<file path="src/rtl/core/osg_pkg.sv">
`default_nettype none

package osg_pkg;

    // Spreading length of one data bit.
    localparam int CHIPS_PER_BIT = 128;
    localparam int CIB_W = (CHIPS_PER_BIT > 1) ? $clog2(CHIPS_PER_BIT) : 1;

    // Fixed-point widths and constants.
    localparam int SPC_W   = 24;  // samples per chip, Q8.16
    localparam int RECIP_W = 25;  // reciprocal, Q0.24
    localparam int SAMP_W  = 16;  // output sample, Q1.14
    localparam int CNT_W   = 8;   // sample counter within a chip
    localparam int FRAC_W  = 16;  // rate accumulator fraction
    localparam int PROD_W  = CNT_W + RECIP_W;

    localparam logic [RECIP_W-1:0] ONE_Q24  = RECIP_W'(25'h1000000);
    localparam logic [RECIP_W-1:0] HALF_Q24 = RECIP_W'(25'h0800000);

    // Configuration register indexes.
    localparam int CFG_IDX_W = 1;
    localparam logic [CFG_IDX_W-1:0] CFG_SAMPLES_PER_CHIP = 1'b0;
    localparam logic [CFG_IDX_W-1:0] CFG_CHIP_RECIPROCAL  = 1'b1;

    // Chip levels are -1, 0 or +1.
    localparam logic signed [1:0] LEVEL_POS  = 2'sb01;
    localparam logic signed [1:0] LEVEL_NEG  = 2'sb11;
    localparam logic signed [1:0] LEVEL_ZERO = 2'sb00;

    // Per-sample chip context handed from the chip controller to the interpolator.
    typedef struct packed {
        logic [CNT_W-1:0]  sample_pos;
        logic signed [1:0] last_i;
        logic signed [1:0] last_q;
        logic signed [1:0] cur_i;
        logic signed [1:0] cur_q;
    } t_chip_info;

    // Spread one chip by the data bit: equal bits give +1, different bits give -1.
    function automatic logic signed [1:0] osg_spread(input logic chip, input logic dbit);
        return (chip ^ dbit) ? LEVEL_NEG : LEVEL_POS;
    endfunction

    // level * 16384 + round(delta * f), rounding half away from zero; f is Q0.24.
    function automatic logic signed [17:0] osg_ramp(
        input logic signed [1:0]   level,
        input logic signed [2:0]   delta,
        input logic [RECIP_W-1:0]  f
    );
        logic [1:0]          mag_d;
        logic [RECIP_W:0]    mag;
        logic [RECIP_W:0]    rnd;
        logic [15:0]         r;
        logic signed [17:0]  base;
        mag_d = delta[2] ? 2'(-delta) : delta[1:0];
        case (mag_d)
            2'd1:    mag = {1'b0, f};
            2'd2:    mag = {f, 1'b0};
            default: mag = '0;
        endcase
        rnd  = mag + (RECIP_W+1)'(512);
        r    = rnd[RECIP_W:10];
        base = {{2{level[1]}}, level, 14'd0};
        return delta[2] ? base - $signed({2'b00, r}) : base + $signed({2'b00, r});
    endfunction

endpackage

`default_nettype wire

</file>
<file path="src/rtl/core/osg_chip_ctrl.sv">
`default_nettype none

module osg_chip_ctrl
    import osg_pkg::*;
(
    input  wire logic             i_clk,
    input  wire logic             i_rst_n,
    input  wire logic             i_fire,
    input  wire logic             i_start_frame,
    input  wire logic             i_data_bit,
    input  wire logic             i_i_chip,
    input  wire logic             i_q_chip,
    input  wire logic [SPC_W-1:0] i_samples_per_chip,
    output t_chip_info            o_info,
    output logic                  o_chip_done,
    output logic                  o_bit_done
);

    logic [CNT_W-1:0]  r_sample_in_chip, n_sample_in_chip;
    logic [CNT_W-1:0]  r_samples_this_chip, n_samples_this_chip;
    logic [FRAC_W-1:0] r_rate_fraction, n_rate_fraction;
    logic [CIB_W-1:0]  r_chip_in_bit, n_chip_in_bit;
    logic signed [1:0] r_last_i, n_last_i;
    logic signed [1:0] r_last_q, n_last_q;

    // Chip bookkeeping: frame start wins, then the count of samples for a new chip,
    // then the advance to the next sample or chip.
    always_comb begin
        logic [CNT_W-1:0]      sic;
        logic [CIB_W-1:0]      cib;
        logic [FRAC_W-1:0]     frac;
        logic [SPC_W:0]        acc;
        logic [SPC_W-FRAC_W:0] cnt;
        logic [CNT_W-1:0]      stc;
        logic [CNT_W:0]        sic_inc;
        logic [CIB_W:0]        cib_inc;
        logic signed [1:0]     lvl_i;
        logic signed [1:0]     lvl_q;
        logic signed [1:0]     cur_i;
        logic signed [1:0]     cur_q;

        sic   = i_start_frame ? '0 : r_sample_in_chip;
        cib   = i_start_frame ? '0 : r_chip_in_bit;
        frac  = (i_start_frame || cib == '0) ? '0 : r_rate_fraction;
        lvl_i = i_start_frame ? LEVEL_ZERO : r_last_i;
        lvl_q = i_start_frame ? LEVEL_ZERO : r_last_q;
        cur_i = osg_spread(i_i_chip, i_data_bit);
        cur_q = osg_spread(i_q_chip, i_data_bit);

        // Sample count of a new chip from the fractional rate accumulator.
        acc = (SPC_W+1)'(frac) + (SPC_W+1)'(i_samples_per_chip);
        cnt = acc[SPC_W:FRAC_W];
        if (cnt > (SPC_W-FRAC_W+1)'(255)) begin
            stc = 8'd255;
        end else if (cnt == '0) begin
            stc = 8'd1;
        end else begin
            stc = cnt[CNT_W-1:0];
        end

        n_rate_fraction     = r_rate_fraction;
        n_samples_this_chip = r_samples_this_chip;
        if (sic == '0) begin
            n_rate_fraction     = acc[FRAC_W-1:0];
            n_samples_this_chip = stc;
        end else begin
            stc = r_samples_this_chip;
        end

        sic_inc     = {1'b0, sic} + (CNT_W+1)'(1);
        cib_inc     = {1'b0, cib} + (CIB_W+1)'(1);
        o_chip_done = (sic_inc >= {1'b0, stc});
        o_bit_done  = 1'b0;

        n_last_i         = lvl_i;
        n_last_q         = lvl_q;
        n_chip_in_bit    = cib;
        n_sample_in_chip = sic_inc[CNT_W-1:0];
        if (o_chip_done) begin
            n_last_i         = cur_i;
            n_last_q         = cur_q;
            n_sample_in_chip = '0;
            if (cib_inc >= (CIB_W+1)'(CHIPS_PER_BIT)) begin
                n_chip_in_bit = '0;
                o_bit_done    = 1'b1;
            end else begin
                n_chip_in_bit = cib_inc[CIB_W-1:0];
            end
        end

        o_info.sample_pos = sic;
        o_info.last_i     = lvl_i;
        o_info.last_q     = lvl_q;
        o_info.cur_i      = cur_i;
        o_info.cur_q      = cur_q;
    end

    // State advances only when a sample is produced.
    always_ff @(posedge i_clk) begin
        if (!i_rst_n) begin
            r_sample_in_chip    <= '0;
            r_samples_this_chip <= '0;
            r_rate_fraction     <= '0;
            r_chip_in_bit       <= '0;
            r_last_i            <= LEVEL_ZERO;
            r_last_q            <= LEVEL_ZERO;
        end else if (i_fire) begin
            r_sample_in_chip    <= n_sample_in_chip;
            r_samples_this_chip <= n_samples_this_chip;
            r_rate_fraction     <= n_rate_fraction;
            r_chip_in_bit       <= n_chip_in_bit;
            r_last_i            <= n_last_i;
            r_last_q            <= n_last_q;
        end
    end

endmodule

`default_nettype wire

</file>
<file path="src/rtl/core/osg_interp.sv">
`default_nettype none

module osg_interp
    import osg_pkg::*;
(
    input  wire t_chip_info            i_info,
    input  wire logic [RECIP_W-1:0]    i_chip_reciprocal,
    output logic signed [SAMP_W-1:0]   o_i_sample,
    output logic signed [SAMP_W-1:0]   o_q_sample
);

    logic [PROD_W-1:0]  prod;
    logic [RECIP_W-1:0] frac_pos;
    logic [RECIP_W-2:0] q_off;
    logic [RECIP_W-1:0] q_frac;
    logic signed [2:0]  delta_i;
    logic signed [2:0]  delta_q;
    logic signed [17:0] i_full;
    logic signed [17:0] q_full;

    // Position within the chip, limited to one full chip.
    assign prod     = PROD_W'(i_info.sample_pos) * PROD_W'(i_chip_reciprocal);
    assign frac_pos = (prod > PROD_W'(ONE_Q24)) ? ONE_Q24 : prod[RECIP_W-1:0];

    // Q runs on the second half of the chip at twice the slope.
    assign q_off  = (RECIP_W-1)'(frac_pos - HALF_Q24);
    assign q_frac = {q_off, 1'b0};

    assign delta_i = 3'(i_info.cur_i) - 3'(i_info.last_i);
    assign delta_q = 3'(i_info.cur_q) - 3'(i_info.last_q);

    // Linear interpolation from the previous chip level.
    always_comb begin
        i_full = osg_ramp(i_info.last_i, delta_i, frac_pos);
        if (frac_pos < HALF_Q24) begin
            q_full = {{2{i_info.last_q[1]}}, i_info.last_q, 14'd0};
        end else begin
            q_full = osg_ramp(i_info.last_q, delta_q, q_frac);
        end
    end

    assign o_i_sample = i_full[SAMP_W-1:0];
    assign o_q_sample = q_full[SAMP_W-1:0];

endmodule

`default_nettype wire

</file>
<file path="src/rtl/core/oqpsk_dsss_sample_generator.sv">
// OQPSK sample generator with DSSS spreading and linear chip interpolation. Each input
// transfer is one sample tick carrying the data bit and the I/Q chip pair, held by the
// source while stalled; each produces exactly one output transfer with the I and Q
// samples in Q1.14. A chip of bit 0 is inverted. I ramps linearly from the previous chip
// level; Q holds for half a chip and then ramps at twice the slope. The number of samples
// per chip comes from a Q8.16 rate accumulator that restarts at every bit, and
// chip_reciprocal must be set to one over samples_per_chip (Q0.24). start_frame clears
// the previous levels, counters and accumulator. Unless the output stalls, it takes one
// transfer per clock (input register, then result register), and the chip and bit
// counters close their loop in the result stage, one sample per cycle. Configuration
// writes are always ready and are to be made only while the block is idle.
`default_nettype none

module oqpsk_dsss_sample_generator
    import osg_pkg::*;
(
    input  wire logic                  i_clk,
    input  wire logic                  i_rst_n,
    // Configuration write channel.
    input  wire logic                  i_cfg_valid,
    output logic                       o_cfg_ready,
    input  wire logic [CFG_IDX_W-1:0]  i_cfg_index,
    input  wire logic [RECIP_W-1:0]    i_cfg_data,
    // Tick input channel.
    input  wire logic                  i_valid,
    output logic                       o_stall,
    input  wire logic                  i_start_frame,
    input  wire logic                  i_data_bit,
    input  wire logic                  i_i_chip,
    input  wire logic                  i_q_chip,
    // Sample output channel.
    output logic                       o_valid,
    input  wire logic                  i_stall,
    output logic signed [SAMP_W-1:0]   o_i_sample,
    output logic signed [SAMP_W-1:0]   o_q_sample,
    output logic                       o_chip_done,
    output logic                       o_bit_done
);

    logic [SPC_W-1:0]   r_samples_per_chip;
    logic [RECIP_W-1:0] r_chip_reciprocal;

    logic r_in_valid;
    logic r_start_frame;
    logic r_data_bit;
    logic r_i_chip;
    logic r_q_chip;

    logic                     r_out_valid;
    logic signed [SAMP_W-1:0] r_i_sample;
    logic signed [SAMP_W-1:0] r_q_sample;
    logic                     r_chip_done;
    logic                     r_bit_done;

    logic                     out_free;
    logic                     in_load;
    logic                     fire;
    t_chip_info               info;
    logic                     chip_done;
    logic                     bit_done;
    logic signed [SAMP_W-1:0] i_sample;
    logic signed [SAMP_W-1:0] q_sample;

    // Configuration registers.
    assign o_cfg_ready = 1'b1;

    always_ff @(posedge i_clk) begin
        if (!i_rst_n) begin
            r_samples_per_chip <= SPC_W'(24'd4266394);
            r_chip_reciprocal  <= RECIP_W'(25'd257715);
        end else if (i_cfg_valid && o_cfg_ready) begin
            case (i_cfg_index)
                CFG_SAMPLES_PER_CHIP: r_samples_per_chip <= i_cfg_data[SPC_W-1:0];
                CFG_CHIP_RECIPROCAL:  r_chip_reciprocal  <= i_cfg_data;
                default: ;
            endcase
        end
    end

    // Pipeline flow: the result register is free when empty or being taken.
    assign out_free = !r_out_valid || !i_stall;
    assign in_load  = out_free || !r_in_valid;
    assign fire     = out_free && r_in_valid;
    assign o_stall  = !in_load;

    // Input register.
    always_ff @(posedge i_clk) begin
        if (!i_rst_n) begin
            r_in_valid <= 1'b0;
        end else if (in_load) begin
            r_in_valid <= i_valid;
        end
    end

    always_ff @(posedge i_clk) begin
        if (in_load) begin
            r_start_frame <= i_start_frame;
            r_data_bit    <= i_data_bit;
            r_i_chip      <= i_i_chip;
            r_q_chip      <= i_q_chip;
        end
    end

    // Chip bookkeeping and interpolation.
    osg_chip_ctrl u_ctrl (
        .i_clk              (i_clk),
        .i_rst_n            (i_rst_n),
        .i_fire             (fire),
        .i_start_frame      (r_start_frame),
        .i_data_bit         (r_data_bit),
        .i_i_chip           (r_i_chip),
        .i_q_chip           (r_q_chip),
        .i_samples_per_chip (r_samples_per_chip),
        .o_info             (info),
        .o_chip_done        (chip_done),
        .o_bit_done         (bit_done)
    );

    osg_interp u_interp (
        .i_info            (info),
        .i_chip_reciprocal (r_chip_reciprocal),
        .o_i_sample        (i_sample),
        .o_q_sample        (q_sample)
    );

    // Result register.
    always_ff @(posedge i_clk) begin
        if (!i_rst_n) begin
            r_out_valid <= 1'b0;
        end else if (out_free) begin
            r_out_valid <= r_in_valid;
        end
    end

    always_ff @(posedge i_clk) begin
        if (fire) begin
            r_i_sample  <= i_sample;
            r_q_sample  <= q_sample;
            r_chip_done <= chip_done;
            r_bit_done  <= bit_done;
        end
    end

    assign o_valid     = r_out_valid;
    assign o_i_sample  = r_i_sample;
    assign o_q_sample  = r_q_sample;
    assign o_chip_done = r_chip_done;
    assign o_bit_done  = r_bit_done;

endmodule

`default_nettype wire

</file>
<file path="config.mk">
export PLATFORM = sky130hd
export DESIGN_NAME = oqpsk_dsss_sample_generator
export DESIGN_NICKNAME = d
export VERILOG_FILES = /design/src/rtl/core/osg_pkg.sv /design/src/rtl/core/osg_chip_ctrl.sv /design/src/rtl/core/osg_interp.sv /design/src/rtl/core/oqpsk_dsss_sample_generator.sv
export SDC_FILE = /design/constraint.sdc
export NUM_CORES = 1
export LEC_CHECK = 0
export ABC_AREA = 1
export BUFFER_PORTS_ARGS = -buffer_cell sky130_fd_sc_hd__buf_4
export CAP_MARGIN = 0
export CORE_UTILIZATION = 45
export CTS_CLUSTER_DIAMETER = 50
export DETAILED_ROUTE_END_ITERATION = 8
export GPL_ROUTABILITY_DRIVEN = 0
export GPL_TIMING_DRIVEN = 0
export HOLD_SLACK_MARGIN = 0.03
export PLACE_DENSITY = 0.61
export SYNTH_ARGS = -nofsm -noshare
export SYNTH_HDL_FRONTEND = slang
export SYNTH_SLANG_ARGS = --single-unit
</file>
<file path="constraint.sdc">
create_clock -name i_clk -period 10.15 [get_ports i_clk]
set_clock_uncertainty 0.05 [all_clocks]
set_input_delay 1.5225 -clock i_clk [delete_from_list [all_inputs] [get_ports i_clk]]
set_output_delay 1.5225 -clock i_clk [all_outputs]
set_load 0.05 [all_outputs]
</file>
Word level (Yosys, flattened, before mapping)

Index checks and enable logic that the tools add are counted.

Register bits after elaboration: 132
Word-level logic and storage cells: 85
Output and inout port bits: 37
Bits of input ports: 35

Reduce and logical (&&, ||, !) cells: 14
Bitwise logic cells: 3
Equality and inequality tests: 4
$mul: 1
Order comparisons: 5
Add/subtract/negate cells: 14
Muxes and demuxes: 25

Operator list:

| cell                                                          | count |
|---|---|
| one-hot mux 26 bit (2 select lines)                           | 2 |
| 2-to-1 mux 16 bit                                             | 4 |
| adder 26 x 10 -> 26 bit (second input constant)               | 2 |
| 2-to-1 mux 8 bit                                              | 5 |
| > comparator 33 x 25 -> 1 bit (second input constant)         | 1 |
| multiplier 8 x 25 -> 33 bit                                   | 1 |
| adder 16 bit                                                  | 2 |
| subtractor 16 bit                                             | 2 |
| 2-to-1 mux 26 bit                                             | 1 |
| adder 16 x 24 -> 25 bit                                       | 1 |
| less-than comparator 25 x 24 -> 1 bit (second input constant) | 1 |
| 2-to-1 mux 25 bit                                             | 1 |
| subtractor 24 bit (second input constant)                     | 1 |
| 2-to-1 mux 7 bit                                              | 3 |
| 2-to-1 mux 2 bit                                              | 8 |
| adder 8 x 1 -> 9 bit (second input constant)                  | 1 |
| greater-or-equal comparator 9 x 8 -> 1 bit                    | 1 |
| > comparator 9 x 8 -> 1 bit (second input constant)           | 1 |
| logical NOT 9 bit                                             | 1 |
| adder 7 x 1 -> 8 bit (second input constant)                  | 1 |
| greater-or-equal comparator 8 bit (second input constant)     | 1 |
| logical NOT 8 bit                                             | 1 |
| logical NOT 7 bit                                             | 1 |
| AND reduction 2 bit                                           | 3 |
| other kinds (10)                                              | 20 |

Longest topological paths before layout

Depth after elaboration: 12
Depth in mapped cells: 51

Hierarchy

Synthesis repeated with hierarchy kept, for this count alone.

Cells, all modules: 2,892
Area total of the unflattened synthesis: 18,044.8 µm²

Modules (own cells, without submodules):

| module                      | area an instance (µm²) | instances | cells each |
|---|---|---|---|
| osg_interp                  | 11,083.1               | 1         | 1,938 |
| osg_chip_ctrl               | 3,833.7                | 1         | 655 |
| oqpsk_dsss_sample_generator | 3,128.0                | 1         | 299 |

Worst setup path after synthesis

Ideal clock, no wire load.

Kind: reg2reg
Start: register r_start_frame
End: register r_i_sample[15], in the netlist o_i_sample[15], data pin
Arrival time: 7,254 ps
Library setup time: 249 ps
Path slack: 2,597 ps
Clock period less this slack: 7,553 ps
Data required time: 9,851 ps
Cell stages (with the launch flop): 45
Cells stage by stage: edfxtp_1 -> clkbuf_1 -> nor2_1 -> inv_1 -> clkbuf_1 -> clkbuf_1 -> nor2_1 -> fa_1 -> fa_1 -> fa_1 -> inv_1 -> fa_1 -> inv_1 -> ha_1 -> nand2_1 -> inv_2 -> a21oi_1 -> nand2_1 -> (+9 left out) -> nand2_2 -> nand2_2 -> a21oi_4 -> nand4_1 -> nor3_2 -> nand3_1 -> nor2_1 -> xnor2_1 -> inv_1 -> ha_1 -> inv_1 -> nand3_1 -> nor2_1 -> nand3_1 -> nand2_1 -> nand3_1 -> nand2_1 -> inv_1

Longest elaborated chain between the ends: 9
Elaborated cells between the ends (all ways): 15
Those cells by class: 5 x add/sub; 1 x mul; 1 x order compare; 2 x eq/ne; 6 x mux

Ends and longest elaborated chain:

| element                                                             | line                               | RTL |
|---|---|---|
| from (decl)                                                         | oqpsk_dsss_sample_generator.sv:44  | `logic r_start_frame;` |
| from (signal assigned)                                              | oqpsk_dsss_sample_generator.sv:97  | `r_start_frame <= i_start_frame;` |
| branches (longest 8 deep; another with multiplier 8 x 25 -> 33 bit) | --                                 |  |
| 2-to-1 mux 16 bit *                                                 | osg_pkg.sv:64                      | `return delta[2] ? base - $signed({2'b00, r}) : base + $signed({2'b00, r});` |
| named net i_sample[15]                                              | oqpsk_dsss_sample_generator.sv:61  | `logic signed [SAMP_W-1:0] i_sample;` |
| to (signal assigned)                                                | oqpsk_dsss_sample_generator.sv:137 | `r_i_sample <= i_sample;` |
| to (decl)                                                           | oqpsk_dsss_sample_generator.sv:50  | `logic signed [SAMP_W-1:0] r_i_sample;` |

Mark *: on every way through the listed nets, which the timed path passes.
A chain may end at the register's enable or synchronous reset.

Worst setup path after layout

Ends and elaborated chain as after synthesis.

==> run metrics <==
status=completed; hold crit path type=flip-flop to flip-flop; CTS H-tree lvls=4; Cell variety after synth=53; DR WL/cell=15.1 microns; largest net degree at the start of global routing=34; Final Hold Fails=0; peak supply drop=0.000124 V; vias in the first global route=15100; CTS sink count=132; Fillers=3498; Pre-antenna DRT Iters=6; Die Span Y=191 microns; syn avg cell area=6.70 sq um; Final ANT Viol Nets=0; Cells after Synth=2394; Period minus WS final=9360 ps; Period Utilization, post-route=92.2%; post-route insts no fill=2951; # hold bufs at CTS=0; overall routed net length=44600 microns; Area Growth Syn to Fin=10.6%; # rows=68; Post-layout nets=2750; area occupied by multi-input gates=10900 sq um; EDFF count, synth=38; Placeable Area=34800 sq um; Die Area=36400 sq um; CTS Root Cell=clkbuf_16; Post-CTS Setup Inserts=0; starting DRC count in detailed routing=902; Mapped Nets=2661; CTS Buf Count=17; Worst Setup End Kind=flip-flop; IO Port Bufs=69; RSZ-0062 raised after global routing=false; WS Path Type=flip-flop to flip-flop; worst skew pair latency=440 ps; dpl hpwl=36800 microns; Vias per Instance=5.15; Seq/Total Area, Yosys=18.8%; Crit Path Max Fanout=10; clock-pin slew on the worst setup and hold paths=60 ps; initial antenna violation count=0; setup_tns=0 ps; Clock Path Buffers=2; via count=15200; most frequent cells in the layout=576 x nand2_1, 463 x inv_1, 339 x nor2_1; crit start category=flip-flop; Register Area=3020 sq um; share of layout cells above drive strength 1=8.81%; Final Max Tran Viols=0; cell count after placement=2919; Synth Cell Area=16000 sq um; Required @ worst endpoint=10290 ps; worst rel slew slack=18.8%; Ports=72; leak pwr=0.00933 uW; ys async rst share=0%; synth top area cells=fa_1 17%, nand2_1 13%, dfxtp_1 12%, inv_1 11%, nor2_1 8.0%; commonest non-fill, non-tap cell in the layout=nand2_1; setup violators final=0; Final Util=50.9%; Main synth FF type=dfxtp_1; DR DRC count=0; area leader, netlist=fa_1; PwrDens=86.0 nW/um^2; max-cap violations=0; f_max=107 MHz; post-cts sizing count=0; post-synth top area share=17.4%; CTS tree=yes; global-route wire length before repair=74100 microns; max incr delay on CP=610 ps; Initial Util=46.1%; arrival time at the worst endpoint=9500 ps; die width=191 microns; GRT Overall Usage=25.6%; r2r setup slk=790 ps; ant diodes=0; Yosys reg bits=132; Slowest-stage cell, CP=fa_1; gr ovfl total=0; final hold slack=411 ps; Overall Power=1520 uW; Worst Max-Slew Pin Slew=1210 ps; Warnings, synthesis=0
state kept, by name, summed over array words and instances, names as in the netlist:
signal and cells:
r_chip_reciprocal 25, r_samples_per_chip 24, o_i_sample 16, o_q_sample 16
u_ctrl.r_rate_fraction 16, u_ctrl.r_sample_in_chip 8, u_ctrl.r_samples_this_chip 8, u_ctrl.r_chip_in_bit 7
u_ctrl.r_last_i 2, u_ctrl.r_last_q 2, o_bit_done 1, o_chip_done 1
o_valid 1, r_data_bit 1, r_i_chip 1, r_in_valid 1
r_q_chip 1, r_start_frame 1
synthesized netlist by cell type (all sizes together) (3+ instances only):
| cell type | instances |
|---|---|
| o21ai | 84 |
| o21a | 5 |
| a21oi | 107 |
| inv | 472 |
| dfxtp | 94 |
| a31oi | 3 |
| and2 | 4 |
| clkbuf | 43 |
| edfxtp | 38 |
| clkinv | 12 |
| nand3 | 116 |
| and3 | 5 |
| o221ai | 6 |
| buf | 17 |
| o211ai | 17 |
| nand3b | 6 |
| nand2 | 626 |
| xor2 | 38 |
| ha | 93 |
| nand4 | 57 |
| nor3 | 16 |
| fa | 139 |
| nor4 | 3 |
| xnor2 | 15 |
| nor2 | 365 |
per-stage QoR:
step                setup WS, ps  instance area (sq um)
finish                       789                  17700
detailed placement           856                  17200
global placement             907                  17100
floorplan                   2600                  16000
CTS                          838                  17700
global route               0.675                  17700
power by group:
part           switching [uW]  internal, uW  total (uW)  leakage (uW)
Clock                     263           350         613      0.000275
Sequential               18.6           575         594       0.00115
Combinational             219          98.4         317       0.00791
cell type report:
cell class	instances	share of cell area, %
Timing Repair Buffer	70	3.03
Buffer	60	1.59
Clock buffer	18	2.48
Clock inverter	14	0.783
Tap cell	455	3.21
Sequential cell	132	17.1
Multi-Input combinational cell	1718	61.6
Inverter	484	10.3
final timing paths:
path / startpoint / to / depth (start not counted)
max reg2reg: r_start_frame / o_i_sample[15] / 43
min: u_ctrl.r_rate_fraction[0] / u_ctrl.r_rate_fraction[0] / 2
max: r_start_frame / o_i_sample[15] / 43
min reg2reg: u_ctrl.r_rate_fraction[0] / u_ctrl.r_rate_fraction[0] / 2
kinds of logic after synthesis:
logic type / after synthesis / synth area share (%)
and+or+nand+nor: 1200 / 32.3
buffers and inverters: 544 / 13.1
adders and majority gates: 232 / 24.6
AOI/OAI and AO/OA: 231 / 8.06
DFF: 132 / 18.8
xor gates and xnor gates: 53 / 2.99
other: 1 / 0.0234
muxes: 1 / 0.0624
worst max-delay path: cells and delay by family (launching register included):
family | cells | cell delay, ps
AO/OA/AOI/OAI | 1 | 230
AND/OR/NAND/NOR | 25 | 3290
buffers and inverters | 10 | 2180
adder cells (fa/ha/maj) | 6 | 2850
flip-flops | 1 | 340
XOR/XNOR | 1 | 170
layer usage:
layer  up-vias  share of wire [%]  global-route usage, %
li1       7541                  -                      -
met4         0                3.1                   9.02
met5         -                  0                      0
met1      7190                 44                   32.3
met3        77                4.9                   3.70
met2       375                 48                   44.3
(Power assumes the default switching activity.)
